<file path="config.mk">
export PLATFORM = sky130hd
export DESIGN_NAME = running_lcm_with_limit
export DESIGN_NICKNAME = d
export VERILOG_FILES = /design/src/rtl/rlcm_pkg.sv /design/src/rtl/rlcm_dp.sv /design/src/rtl/rlcm_ctrl.sv /design/src/rtl/running_lcm_with_limit.sv
export SDC_FILE = /design/constraint.sdc
export NUM_CORES = 1
export LEC_CHECK = 0
export ABC_CLOCK_PERIOD_IN_PS = 6000
export BUFFER_PORTS_ARGS = -buffer_cell sky130_fd_sc_hd__buf_4
export CAP_MARGIN = 40
export CORE_MARGIN = 2
export CORE_UTILIZATION = 32
export CTS_BUF_LIST = sky130_fd_sc_hd__clkbuf_8
export DETAILED_ROUTE_END_ITERATION = 10
export GPL_TIMING_DRIVEN = 0
export PLACE_DENSITY = 0.46
export SLEW_MARGIN = 20
export SYNTH_ARGS = -nofsm -noshare
export SYNTH_HDL_FRONTEND = slang
export SYNTH_SLANG_ARGS = --single-unit
</file>
<file path="constraint.sdc">
create_clock -name clk -period 6 [get_ports clk]
set_input_delay 0.3 -clock clk [delete_from_list [all_inputs] [get_ports clk]]
set_output_delay 0.3 -clock clk [all_outputs]
set_load 0.005 [all_outputs]
</file>
<file path="src/rtl/rlcm_pkg.sv">
`default_nettype none

package rlcm_pkg;

  typedef logic [1:0] lcm_status_t;

  localparam lcm_status_t ST_OK       = 2'd0;
  localparam lcm_status_t ST_OVERFLOW = 2'd1;
  localparam lcm_status_t ST_ZERO     = 2'd2;

  typedef struct packed {
    logic load;
    logic gcd_step;
    logic div_init;
    logic div_step;
    logic mul_init;
    logic mul_step;
    logic finish;
  } dp_cmd_t;

  typedef struct packed {
    logic skip;
    logic gcd_done;
    logic cnt_zero;
  } dp_stat_t;

endpackage

`default_nettype wire

</file>
<file path="src/rtl/rlcm_dp.sv">
`default_nettype none

module rlcm_dp
  import rlcm_pkg::*;
#(
  parameter int RESULT_WIDTH = 48,
  parameter int PERIOD_WIDTH = 31
) (
  input  wire logic                    clk,
  input  wire logic                    rst_n,
  input  wire logic                    cfg_we,
  input  wire logic [RESULT_WIDTH-1:0] cfg_wdata,
  input  wire logic [PERIOD_WIDTH-1:0] in_period,
  input  wire logic                    in_last,
  input  wire dp_cmd_t                 cmd,
  output dp_stat_t                     stat,
  output logic [RESULT_WIDTH-1:0]      out_interval,
  output logic [1:0]                   out_status,
  output logic                         out_final_res
);

  localparam int RW = RESULT_WIDTH;
  localparam int PW = PERIOD_WIDTH;
  localparam int GW = (RW > PW) ? RW : PW;
  localparam int KW = $clog2(GW);
  localparam int AW = RW + PW;
  localparam int CW = $clog2(PW + 1);

  logic [RW-1:0] limit_r;
  logic [RW-1:0] run_r;
  lcm_status_t   sticky_r;
  logic [PW-1:0] per_r;
  logic          last_r;
  logic [GW-1:0] a_r;
  logic [GW-1:0] b_r;
  logic [KW-1:0] k_r;
  logic [PW-1:0] g_r;
  logic [PW-1:0] rem_r;
  logic [PW-1:0] dq_r;
  logic [AW-1:0] acc_r;
  logic [CW-1:0] cnt_r;
  logic [RW-1:0] out_interval_r;
  lcm_status_t   out_status_r;
  logic          out_final_r;

  logic [GW-1:0] g_wide;
  logic [PW:0]   rem_sh;
  logic [PW:0]   rem_diff;
  logic          rem_ge;
  logic [AW-1:0] addend;
  logic          ovf;
  lcm_status_t   sticky_nxt;
  logic [RW-1:0] run_nxt;

  assign stat.skip     = (sticky_r != ST_OK) || (per_r == '0);
  assign stat.gcd_done = (a_r == b_r);
  assign stat.cnt_zero = (cnt_r == '0);

  assign g_wide   = a_r << k_r;
  assign rem_sh   = {rem_r, dq_r[PW-1]};
  assign rem_diff = rem_sh - {1'b0, g_r};
  assign rem_ge   = (rem_sh >= {1'b0, g_r});
  assign addend   = dq_r[PW-1] ? AW'(run_r) : '0;
  assign ovf      = (acc_r > AW'(limit_r));

  always_comb begin
    sticky_nxt = sticky_r;
    run_nxt    = run_r;
    if (sticky_r == ST_OK) begin
      if (per_r == '0) begin
        sticky_nxt = ST_ZERO;
      end else if (ovf) begin
        sticky_nxt = ST_OVERFLOW;
      end else begin
        run_nxt = acc_r[RW-1:0];
      end
    end
  end

  always_ff @(posedge clk) begin
    if (!rst_n) begin
      limit_r  <= '1;
      run_r    <= RW'(1);
      sticky_r <= ST_OK;
    end else begin
      if (cfg_we) begin
        limit_r <= cfg_wdata;
      end
      if (cmd.finish) begin
        if (last_r) begin
          run_r    <= RW'(1);
          sticky_r <= ST_OK;
        end else begin
          run_r    <= run_nxt;
          sticky_r <= sticky_nxt;
        end
      end
    end
  end

  always_ff @(posedge clk) begin
    if (cmd.load) begin
      per_r  <= in_period;
      last_r <= in_last;
      a_r    <= GW'(run_r);
      b_r    <= GW'(in_period);
      k_r    <= '0;
    end else if (cmd.gcd_step) begin
      case ({a_r[0], b_r[0]})
        2'b00: begin
          a_r <= a_r >> 1;
          b_r <= b_r >> 1;
          k_r <= k_r + KW'(1);
        end
        2'b01: begin
          a_r <= a_r >> 1;
        end
        2'b10: begin
          b_r <= b_r >> 1;
        end
        default: begin
          if (a_r > b_r) begin
            a_r <= (a_r - b_r) >> 1;
          end else begin
            b_r <= (b_r - a_r) >> 1;
          end
        end
      endcase
    end
    if (cmd.div_init) begin
      g_r   <= g_wide[PW-1:0];
      rem_r <= '0;
      dq_r  <= per_r;
      cnt_r <= CW'(PW);
    end else if (cmd.div_step) begin
      rem_r <= rem_ge ? rem_diff[PW-1:0] : rem_sh[PW-1:0];
      dq_r  <= {dq_r[PW-2:0], rem_ge};
      cnt_r <= cnt_r - CW'(1);
    end else if (cmd.mul_init) begin
      acc_r <= '0;
      cnt_r <= CW'(PW);
    end else if (cmd.mul_step) begin
      acc_r <= {acc_r[AW-2:0], 1'b0} + addend;
      dq_r  <= {dq_r[PW-2:0], 1'b0};
      cnt_r <= cnt_r - CW'(1);
    end
    if (cmd.finish) begin
      out_interval_r <= (sticky_nxt == ST_OK) ? run_nxt : '0;
      out_status_r   <= sticky_nxt;
      out_final_r    <= last_r;
    end
  end

  assign out_interval  = out_interval_r;
  assign out_status    = out_status_r;
  assign out_final_res = out_final_r;

endmodule

`default_nettype wire

</file>
<file path="src/rtl/rlcm_ctrl.sv">
`default_nettype none

module rlcm_ctrl
  import rlcm_pkg::*;
(
  input  wire logic     clk,
  input  wire logic     rst_n,
  input  wire logic     in_valid,
  output logic          in_stall,
  output logic          out_valid,
  input  wire logic     out_stall,
  input  wire dp_stat_t stat,
  output dp_cmd_t       cmd
);

  localparam logic [2:0] S_IDLE = 3'd0;
  localparam logic [2:0] S_GCD  = 3'd1;
  localparam logic [2:0] S_DIV  = 3'd2;
  localparam logic [2:0] S_MUL  = 3'd3;
  localparam logic [2:0] S_FIN  = 3'd4;

  logic [2:0] state_r;
  logic [2:0] state_nxt;
  logic       out_valid_r;
  logic       out_valid_nxt;

  always_comb begin
    state_nxt = state_r;
    cmd       = '0;
    case (state_r)
      S_IDLE: begin
        if (in_valid) begin
          cmd.load  = 1'b1;
          state_nxt = S_GCD;
        end
      end
      S_GCD: begin
        if (stat.skip) begin
          state_nxt = S_FIN;
        end else if (stat.gcd_done) begin
          cmd.div_init = 1'b1;
          state_nxt    = S_DIV;
        end else begin
          cmd.gcd_step = 1'b1;
        end
      end
      S_DIV: begin
        if (stat.cnt_zero) begin
          cmd.mul_init = 1'b1;
          state_nxt    = S_MUL;
        end else begin
          cmd.div_step = 1'b1;
        end
      end
      S_MUL: begin
        if (stat.cnt_zero) begin
          state_nxt = S_FIN;
        end else begin
          cmd.mul_step = 1'b1;
        end
      end
      S_FIN: begin
        if (!(out_valid_r && out_stall)) begin
          cmd.finish = 1'b1;
          state_nxt  = S_IDLE;
        end
      end
      default: begin
        state_nxt = S_IDLE;
      end
    endcase
  end

  always_comb begin
    out_valid_nxt = out_valid_r;
    if (cmd.finish) begin
      out_valid_nxt = 1'b1;
    end else if (out_valid_r && !out_stall) begin
      out_valid_nxt = 1'b0;
    end
  end

  always_ff @(posedge clk) begin
    if (!rst_n) begin
      state_r     <= S_IDLE;
      out_valid_r <= 1'b0;
    end else begin
      state_r     <= state_nxt;
      out_valid_r <= out_valid_nxt;
    end
  end

  assign in_stall  = (state_r != S_IDLE);
  assign out_valid = out_valid_r;

endmodule

`default_nettype wire

</file>
<file path="src/rtl/running_lcm_with_limit.sv">
`default_nettype none

// Running least common multiple with an overflow limit. Each accepted beat
// folds one period into a running multiple that starts at 1 and gives one
// result beat with the new value (zero while an error is held) and a status;
// an overflow or a zero period sticks until the beat marked last, after
// which the block starts over at 1. An item runs binary gcd steps, then one
// bit a cycle of a restoring divider and of a shift-add multiplier; an item
// that meets a held error goes from the gcd state straight to the finish
// state. The next beat is accepted as soon as the result sits in the output
// register, and the limit may be written only while the block is idle.
module running_lcm_with_limit
  import rlcm_pkg::*;
#(
  parameter int RESULT_WIDTH = 48,
  parameter int PERIOD_WIDTH = 31
) (
  input  wire logic                    clk,
  input  wire logic                    rst_n,
  input  wire logic                    cfg_we,
  input  wire logic [RESULT_WIDTH-1:0] cfg_wdata,
  input  wire logic                    in_valid,
  output logic                         in_stall,
  input  wire logic [PERIOD_WIDTH-1:0] in_period,
  input  wire logic                    in_last,
  output logic                         out_valid,
  input  wire logic                    out_stall,
  output logic [RESULT_WIDTH-1:0]      out_interval,
  output logic [1:0]                   out_status,
  output logic                         out_final_res
);

  dp_cmd_t  cmd;
  dp_stat_t stat;

  rlcm_ctrl u_ctrl (
    .clk       (clk),
    .rst_n     (rst_n),
    .in_valid  (in_valid),
    .in_stall  (in_stall),
    .out_valid (out_valid),
    .out_stall (out_stall),
    .stat      (stat),
    .cmd       (cmd)
  );

  rlcm_dp #(
    .RESULT_WIDTH (RESULT_WIDTH),
    .PERIOD_WIDTH (PERIOD_WIDTH)
  ) u_dp (
    .clk           (clk),
    .rst_n         (rst_n),
    .cfg_we        (cfg_we),
    .cfg_wdata     (cfg_wdata),
    .in_period     (in_period),
    .in_last       (in_last),
    .cmd           (cmd),
    .stat          (stat),
    .out_interval  (out_interval),
    .out_status    (out_status),
    .out_final_res (out_final_res)
  );

endmodule

`default_nettype wire

</file>
==> results.toml, run 1 <==
[status]
status = "completed"

[global_route]
grt_usage_pct = 23.0
grt_pass1_wl_um = 175000
overflow = 0
grt_max_degree = 49
antenna_found_initial = 4
first_global_vias = 27700

[route]
routed_via_density = 5.26
ant_nets = 0
initialDrtViolationCount = 1837
wl_um = 116000
firstDrtPassIters = 6
vias = 27700
wl_per_cell_um = 22.1
drc = 0

[synth]
synth_fp_nets = 3880
yosysUniqueCellTypes = 87
synth_top_cells_by_count = "nand2_1 (386), nor2_1 (358), a21oi_1 (314)"
synth_warnings = 0
synth_area_per_cell_um2 = 8.77
synth_edf_count = 303
ys.flop_type = "edfxtp_1"
synth.area.top_cells = "edfxtp_1 (29%), dfxtp_1 (10%), ha_1 (8.9%), a21oi_1 (5.0%), nand2_1 (4.6%)"
ys_async_sr_fraction_pct = 0
ys_ff_latch = 463
synth_area_um2 = 31300
syn_inst = 3568
synth.top_cell.area_share_pct = 29.1
yosys.area.top_type = "edfxtp_1"
ys_seq_area_share_pct = 39.3
yosys.cell_count.top_type = "nand2_1"

[worst_setup_path]
worstRegToRegCells = 11
critPathKind = "flop to flop"
path_max_fanout = 31
path_delay_family = "simple AND/OR/NAND/NOR gates"
path_common_cell = "clkbuf_1"
required_ns = 6.34
r2r-end = "u_dp.dq_r[24]"
cp-end-kind = "flop"
path_cells = "ha_1 > clkbuf_1 > nand2_1 > nor3_1 > nand4_1 > or4_1 > or2_2 > clkbuf_1 > clkbuf_1 > buf_6 > nand2_2"
cpPeakStageDelay_ns = 0.65
timing.rr.start = "u_dp.a_r[13]"
worst-path-buf-inv = 4
arrival_ns = 5.61
start_kind = "flop"
r2r_slack_ns = 0.72
cp_slowest_cell = "nor3_1"

[cts]
clkTransAtPathRegs_ns = 0.06
clockBufferDepth = 3
cts_buffers = 91
cts_setup_buffers = 0
postCtsHoldBufs = 82
clk_latency_ns = 0.76
clk_root_buffer_cell = "clkbuf_8"
cts_tree = "built"
clock_sinks = 463
htreeDepth = 3
cts_resized = 0

[floorplan]
ioPinCount = 138
die_area_um2 = 100000
die_w_um = 317
core-area_um2 = 96900
dieHeight_um = 317
start_util_pct = 32.3
num_rows = 114

[worst_hold_path]
hp-class = "primary input to flop"
min_path_cells = 3
hold_end = "u_ctrl.out_valid"
min_from = "rst_n"

[sta]
tns_ns = 0
rsz0062_at_grt = "no"
final-hold-violation-count = 0
worst_pin_slew_ns = 0.943
slew_violations = 0
max_freq_mhz = 190
slew_headroom_pct = 36.6
finClkSkew_ns = 0.0542
min_period_over_period_pct = 87.9
layout_min_cycle_time_ns = 5.28
setup_violations = 0

[pwr]
power_density_nw_per_um2 = 548
peakVddDrop_v = 0.000204
p_leak_nw = 15.6

[layout]
stdcell_area_um2 = 37100
drive_gt1_share_pct = 9.58
fin_nets = 4214
final_util_pct = 38.3
multi_input_area_um2 = 17400
seqCellArea_um2 = 12300
fill_cells = 10000
area_growth_pct = 18.7

[place]
dpl_cell_area_um2 = 34300
dp_hpwl_um = 90600
portBuffers = 135
gp_congestion = 0.919

[run]
cap_violations = 0
[per-stage QoR]
step / power [mW] / hold slack [ns] / instances / worst slack, ns
after global routing: 21.9 / 0.127 / 5255 / 0.471
after CTS: 20.3 / 0.0424 / 5252 / 0.763
after floorplan: 12.9 / 0.399 / 3568 / 1.02
final: 20.4 / 0.145 / 5255 / 0.723
after detailed placement: 16.6 / 0.474 / 5001 / 0.799
after global placement: 16.6 / 0.472 / 4979 / -1.75
[where the power goes]
group | switching, mW | internal (mW) | total, mW
sequential | 0.815 | 4.46 | 5.27
clock | 1.57 | 1.96 | 3.54
combinational | 7.42 | 4.12 | 11.5
[area by class of cell]
cell class | instances | share of cell area [%]
timing repair buffer | 241 | 5.96
inverter | 235 | 2.38
multi-input combinational | 2678 | 46.9
antenna | 1 | 0.00674
clock inverter | 60 | 1.29
sequential | 463 | 33.1
clock buffer | 109 | 4.04
tap | 1276 | 4.30
buffer | 192 | 2.00
[worst min-delay path, stage by stage]
cell,delay [ns]
clkbuf_1,0.19
inv_1,0.29
a21oi_1,0.06
[metal layers]
metal  GRT usage, %  up-vias  share of wire [%]
met1           30.7    13400                 46
met5              0        -              0.010
met3           3.41      170                4.6
li1               -    13500                  -
met4           6.56        2                2.5
met2           38.8      670                 47
[worst max path at each step]
stage | from | endpoint | slack [ns] | cells after the start
3_5_place_dp | u_dp.a_r[13] | u_dp.dq_r[26] | 0.80 | 11
3_3_place_gp | u_ctrl.state_r[0] | u_dp.run_r[0] | -1.75 | 9
4_1_cts | u_dp.a_r[13] | u_dp.dq_r[28] | 0.76 | 11
2_1_floorplan | u_dp.cnt_r[0] | u_dp.acc_r[0] | 1.02 | 6
5_1_grt | u_dp.a_r[13] | u_dp.dq_r[28] | 0.47 | 11
6_report | u_dp.a_r[13] | u_dp.dq_r[24] | 0.72 | 11
[cell families after synthesis]
group / synth area share, %
AND/OR/NAND/NOR: 18.1
AO/OA/AOI/OAI: 20.4
flip-flops: 39.3
buffers and inverters: 5.18
adder cells (fa/ha/maj): 9.18
XOR/XNOR: 5.04
multiplexers: 2.76
[state kept, by name, indices dropped and copies added (netlist names)]
signal / cells
u_dp.out_final_res: 1
u_ctrl.out_valid: 1
u_dp.per_r: 31
u_dp.g_r: 31
u_dp.cnt_r: 5
u_dp.b_r: 47
u_dp.k_r: 6
u_dp.dq_r: 31
u_dp.rem_r: 31
u_dp.last_r: 1
u_dp.limit_r: 48
u_ctrl.state_r: 3
u_dp.run_r: 48
u_dp.sticky_r: 2
u_dp.out_interval: 48
u_dp.a_r: 48
u_dp.out_status: 2
u_dp.acc_r: 79
[cells in the final DEF, fill, tap and decap left out, drive strengths merged, types with 109 or more instances in the layout]
| cell type | count |
|---|---|
| dfxtp | 160 |
| inv | 257 |
| a21oi | 314 |
| a21o | 109 |
| ha | 223 |
| edfxtp | 303 |
| buf | 203 |
| o21ai | 211 |
| clkbuf | 257 |
| xnor2 | 110 |
| nor2 | 358 |
| and2 | 112 |
| nand2 | 386 |
No activity file was read; power rests on OpenSTA's default activity.
==> inputs of run 2 (changes only) <==
--- a/config.mk
+++ b/config.mk
@@ -17,4 +17,5 @@
 export SLEW_MARGIN = 20
 export SYNTH_ARGS = -nofsm -noshare
 export SYNTH_HDL_FRONTEND = slang
+export SYNTH_HIERARCHICAL = 1
 export SYNTH_SLANG_ARGS = --single-unit
==> run 2 against run 1 <==
  * First-iteration DRC count is 7.5% higher
  * Hold slack better by 0.15 ns
  * Highest routed layer is now met4
  * Register-to-register slack worse by 0.31 ns
  * Clock power is 7.9% lower
  * Clock skew is 0.013 ns higher
  * Via count is 2.4% lower
  * Core utilization is 0.12 points lower
  * Synthesized cell count is 4.0% lower
  * Critical path depth is 6 higher
==> results.toml, run 2 <==
[status]
status = "completed"

[cts]
clock_sinks = 463
cts_buffers = 88
htreeDepth = 3
clk_latency_ns = 0.75
clockBufferDepth = 3
clk_root_buffer_cell = "clkbuf_8"
cts_tree = "built"
clkTransAtPathRegs_ns = 0.06

[synth]
synth_warnings = 6
yosys.area.top_type = "edfxtp_1"
ys_async_sr_fraction_pct = 0
yosys.cell_count.top_type = "edfxtp_1"
syn_inst = 3425
synth_area_per_cell_um2 = 9.13
yosysUniqueCellTypes = 94
synth_edf_count = 303
ys_ff_latch = 463
synth.top_cell.area_share_pct = 29.1
synth_area_um2 = 31300
synth_top_cells_by_count = "edfxtp_1 (303), nand2_1 (297), nor2_1 (289)"
synth_fp_nets = 3738
ys.flop_type = "edfxtp_1"
ys_seq_area_share_pct = 39.4
synth.area.top_cells = "edfxtp_1 (29%), dfxtp_1 (10%), ha_1 (9.0%), a21oi_1 (4.0%), nand2_1 (3.6%)"

[route]
wl_met2_um = 51300
drc = 0
routed_via_density = 5.28
dr.max_layer_used = "met4"
m1WireLength_um = 49900
wl_um = 109000
ant_nets = 0
wl_met3_um = 4800
initialDrtViolationCount = 1975
wl_per_cell_um = 21.3
firstDrtPassIters = 7
vias = 27000

[global_route]
grt_usage_pct = 21.4
antenna_found_initial = 3
grt_pass1_wl_um = 163000
first_global_vias = 26700
overflow = 0
grt_max_degree = 57

[floorplan]
num_rows = 114
die_w_um = 317
start_util_pct = 32.3
die_area_um2 = 100000
ioPinCount = 138
core-area_um2 = 96700
dieHeight_um = 317

[sta]
rsz0062_at_grt = "no"
tns_ns = 0
slew_headroom_pct = 39.7
slew_violations = 0
fin_ws_ns = 0.415
finClkSkew_ns = 0.0670
max_freq_mhz = 179
layout_min_cycle_time_ns = 5.59
worst_pin_slew_ns = 0.905
final-hold-violation-count = 0
min_period_over_period_pct = 93.1
setup_violations = 0

[place]
dpl_cell_area_um2 = 34300
dp_hpwl_um = 84800
gp_congestion = 0.912
pre_cts_ws_ns = -0.667
dpl.cell_count = 4863
portBuffers = 136

[layout]
stdcell_count = 5115
top_register = "u_dp/acc_r"
area_growth_pct = 18.2
final_common_cell = "edfxtp_1"
stdcell_area_um2 = 37000
drive_gt1_share_pct = 11.2
largest_reg_flops = 79
mostFrequentLayoutCells = "edfxtp_1 (303), nand2_1 (297), nor2_1 (287)"
fin_nets = 4077
fill_cells = 10100

[worst_setup_path]
cpPeakStageDelay_ns = 0.54
path_max_fanout = 16
required_ns = 6.49
start_kind = "flop"
arrival_ns = 6.07
critPathKind = "flop to flop"
path_common_cell = "buf_8"
cp-end-kind = "flop"
cp_slowest_cell = "edfxtp_1"
r2r_slack_ns = 0.41
path_cells = "inv_1 > ha_1 > clkbuf_1 > nand4_1 > nor2_1 > nand2_1 > or4_1 > nor2_2 > nor4b_4 > clkbuf_2 > clkbuf_1 > buf_8 > clkbuf_2 > nor3_4 > buf_6 > buf_8 > buf_8"

[run]
cap_violations = 0

[pwr]
power_frac_seq_pct = 27.0
p_switching_mw = 7.93
comb_power_share_pct = 54.0
clkPwrFrac_pct = 19.0
netSwitchingFraction_pct = 46.3
p_leak_nw = 15.4
peakVddDrop_v = 0.000207
power.total_mw = 17.1
power_density_nw_per_um2 = 464
p_int_mw = 9.21

[worst_hold_path]
hp-class = "primary input to flop"
==> run 2: cell count changes after synthesis, moves of 18 or more <==
cell / delta
xnor2_1: -29
o21a_1: +19
a21o_1: +22
a21oi_1: -63
mux2i_1: +18
nand2_1: -89
nor2_1: -69
mux2_2: +38
o21ai_1: -33
==> run 2: per-stage QoR <==
stage / util, % / hold slack, ns
final: 38.2 / 0.292
after CTS: 38.2 / 0.209
after global placement: 35.1 / 0.457
after global routing: 38.2 / 0.249
after detailed placement: 35.4 / 0.456
after floorplan: - / 0.399
==> run 2: cells by family (layout without fill, tap and decap cells) <==
| group | after synthesis | in the layout | synth area share [%] |
|---|---|---|---|
| buffers and inverters | 438 | 848 | 5.42 |
| adder cells (fa/ha/maj) | 228 | 228 | 9.22 |
| XOR/XNOR | 158 | 158 | 4.43 |
| AO/OA/AOI/OAI | 1008 | 1008 | 21.4 |
| flip-flops | 463 | 463 | 39.4 |
| multiplexers | 118 | 118 | 4.67 |
| AND/OR/NAND/NOR | 1012 | 1012 | 15.5 |
| other | 0 | 4 | 0 |
==> run 2: final cells by class <==
cell class | instances | area, µm² | area share [%]
Buffer | 199 | 801 | 2.17
Sequential cell | 463 | 12300 | 33.3
Tap cell | 1276 | 1600 | 4.32
Timing Repair Buffer | 249 | 2230 | 6.03
Inverter | 239 | 897 | 2.43
Clock inverter | 59 | 402 | 1.09
Clock buffer | 102 | 1400 | 3.80
Antenna cell | 4 | 10.0 | 0.0271
Multi-Input combinational cell | 2524 | 17300 | 46.8
==> run 2: per-layer routing <==
metal | GRT usage (%) | vias to the layer above
met4 | 5.95 | 0
met1 | 28.9 | 13100
met3 | 3.13 | 138
met5 | 0 | -
li1 | - | 13100
met2 | 35.5 | 598
==> run 2: worst max-delay path: cells and delay by family, from the launching register on <==
family | cells | cell delay [ns]
buf+inv | 9 | 2.40
fa+ha+maj | 1 | 0.32
flops | 1 | 0.54
simple gates | 7 | 2.01
==> run 2: what timing repair did <==
| action | 4_1_cts | 5_1_grt |
|---|---|---|
| buffers inserted | 1 | 0 |
| pin swaps | 0 | 0 |
| endpoints found under the setup margin | 92 | 53 |
| gates resized for setup | 1 | 3 |
| endpoints found under the hold margin | 114 | 0 |
| hold buffers | 84 | 0 |
==> run 2: final timing paths <==
check | cells after the start | from | endpoint
setup / recovery | 17 | u_dp/a_r[26] | u_dp/acc_r[44]
hold / removal | 2 | in_period[20] | u_dp/per_r[20]
setup reg to reg | 17 | u_dp/a_r[26] | u_dp/acc_r[44]
hold reg to reg | 2 | u_dp/cnt_r[4] | u_dp/cnt_r[4]
==> run 2: power by group through the flow <==
stage	clock network [mW]	registers, mW	logic, mW
finish	3.26	4.63	9.25
CTS	3.39	4.62	9.15
global placement	0	4.70	9.00
detailed placement	0	4.69	9.05
global route	3.51	4.66	10.1
floorplan	0	4.37	6.44
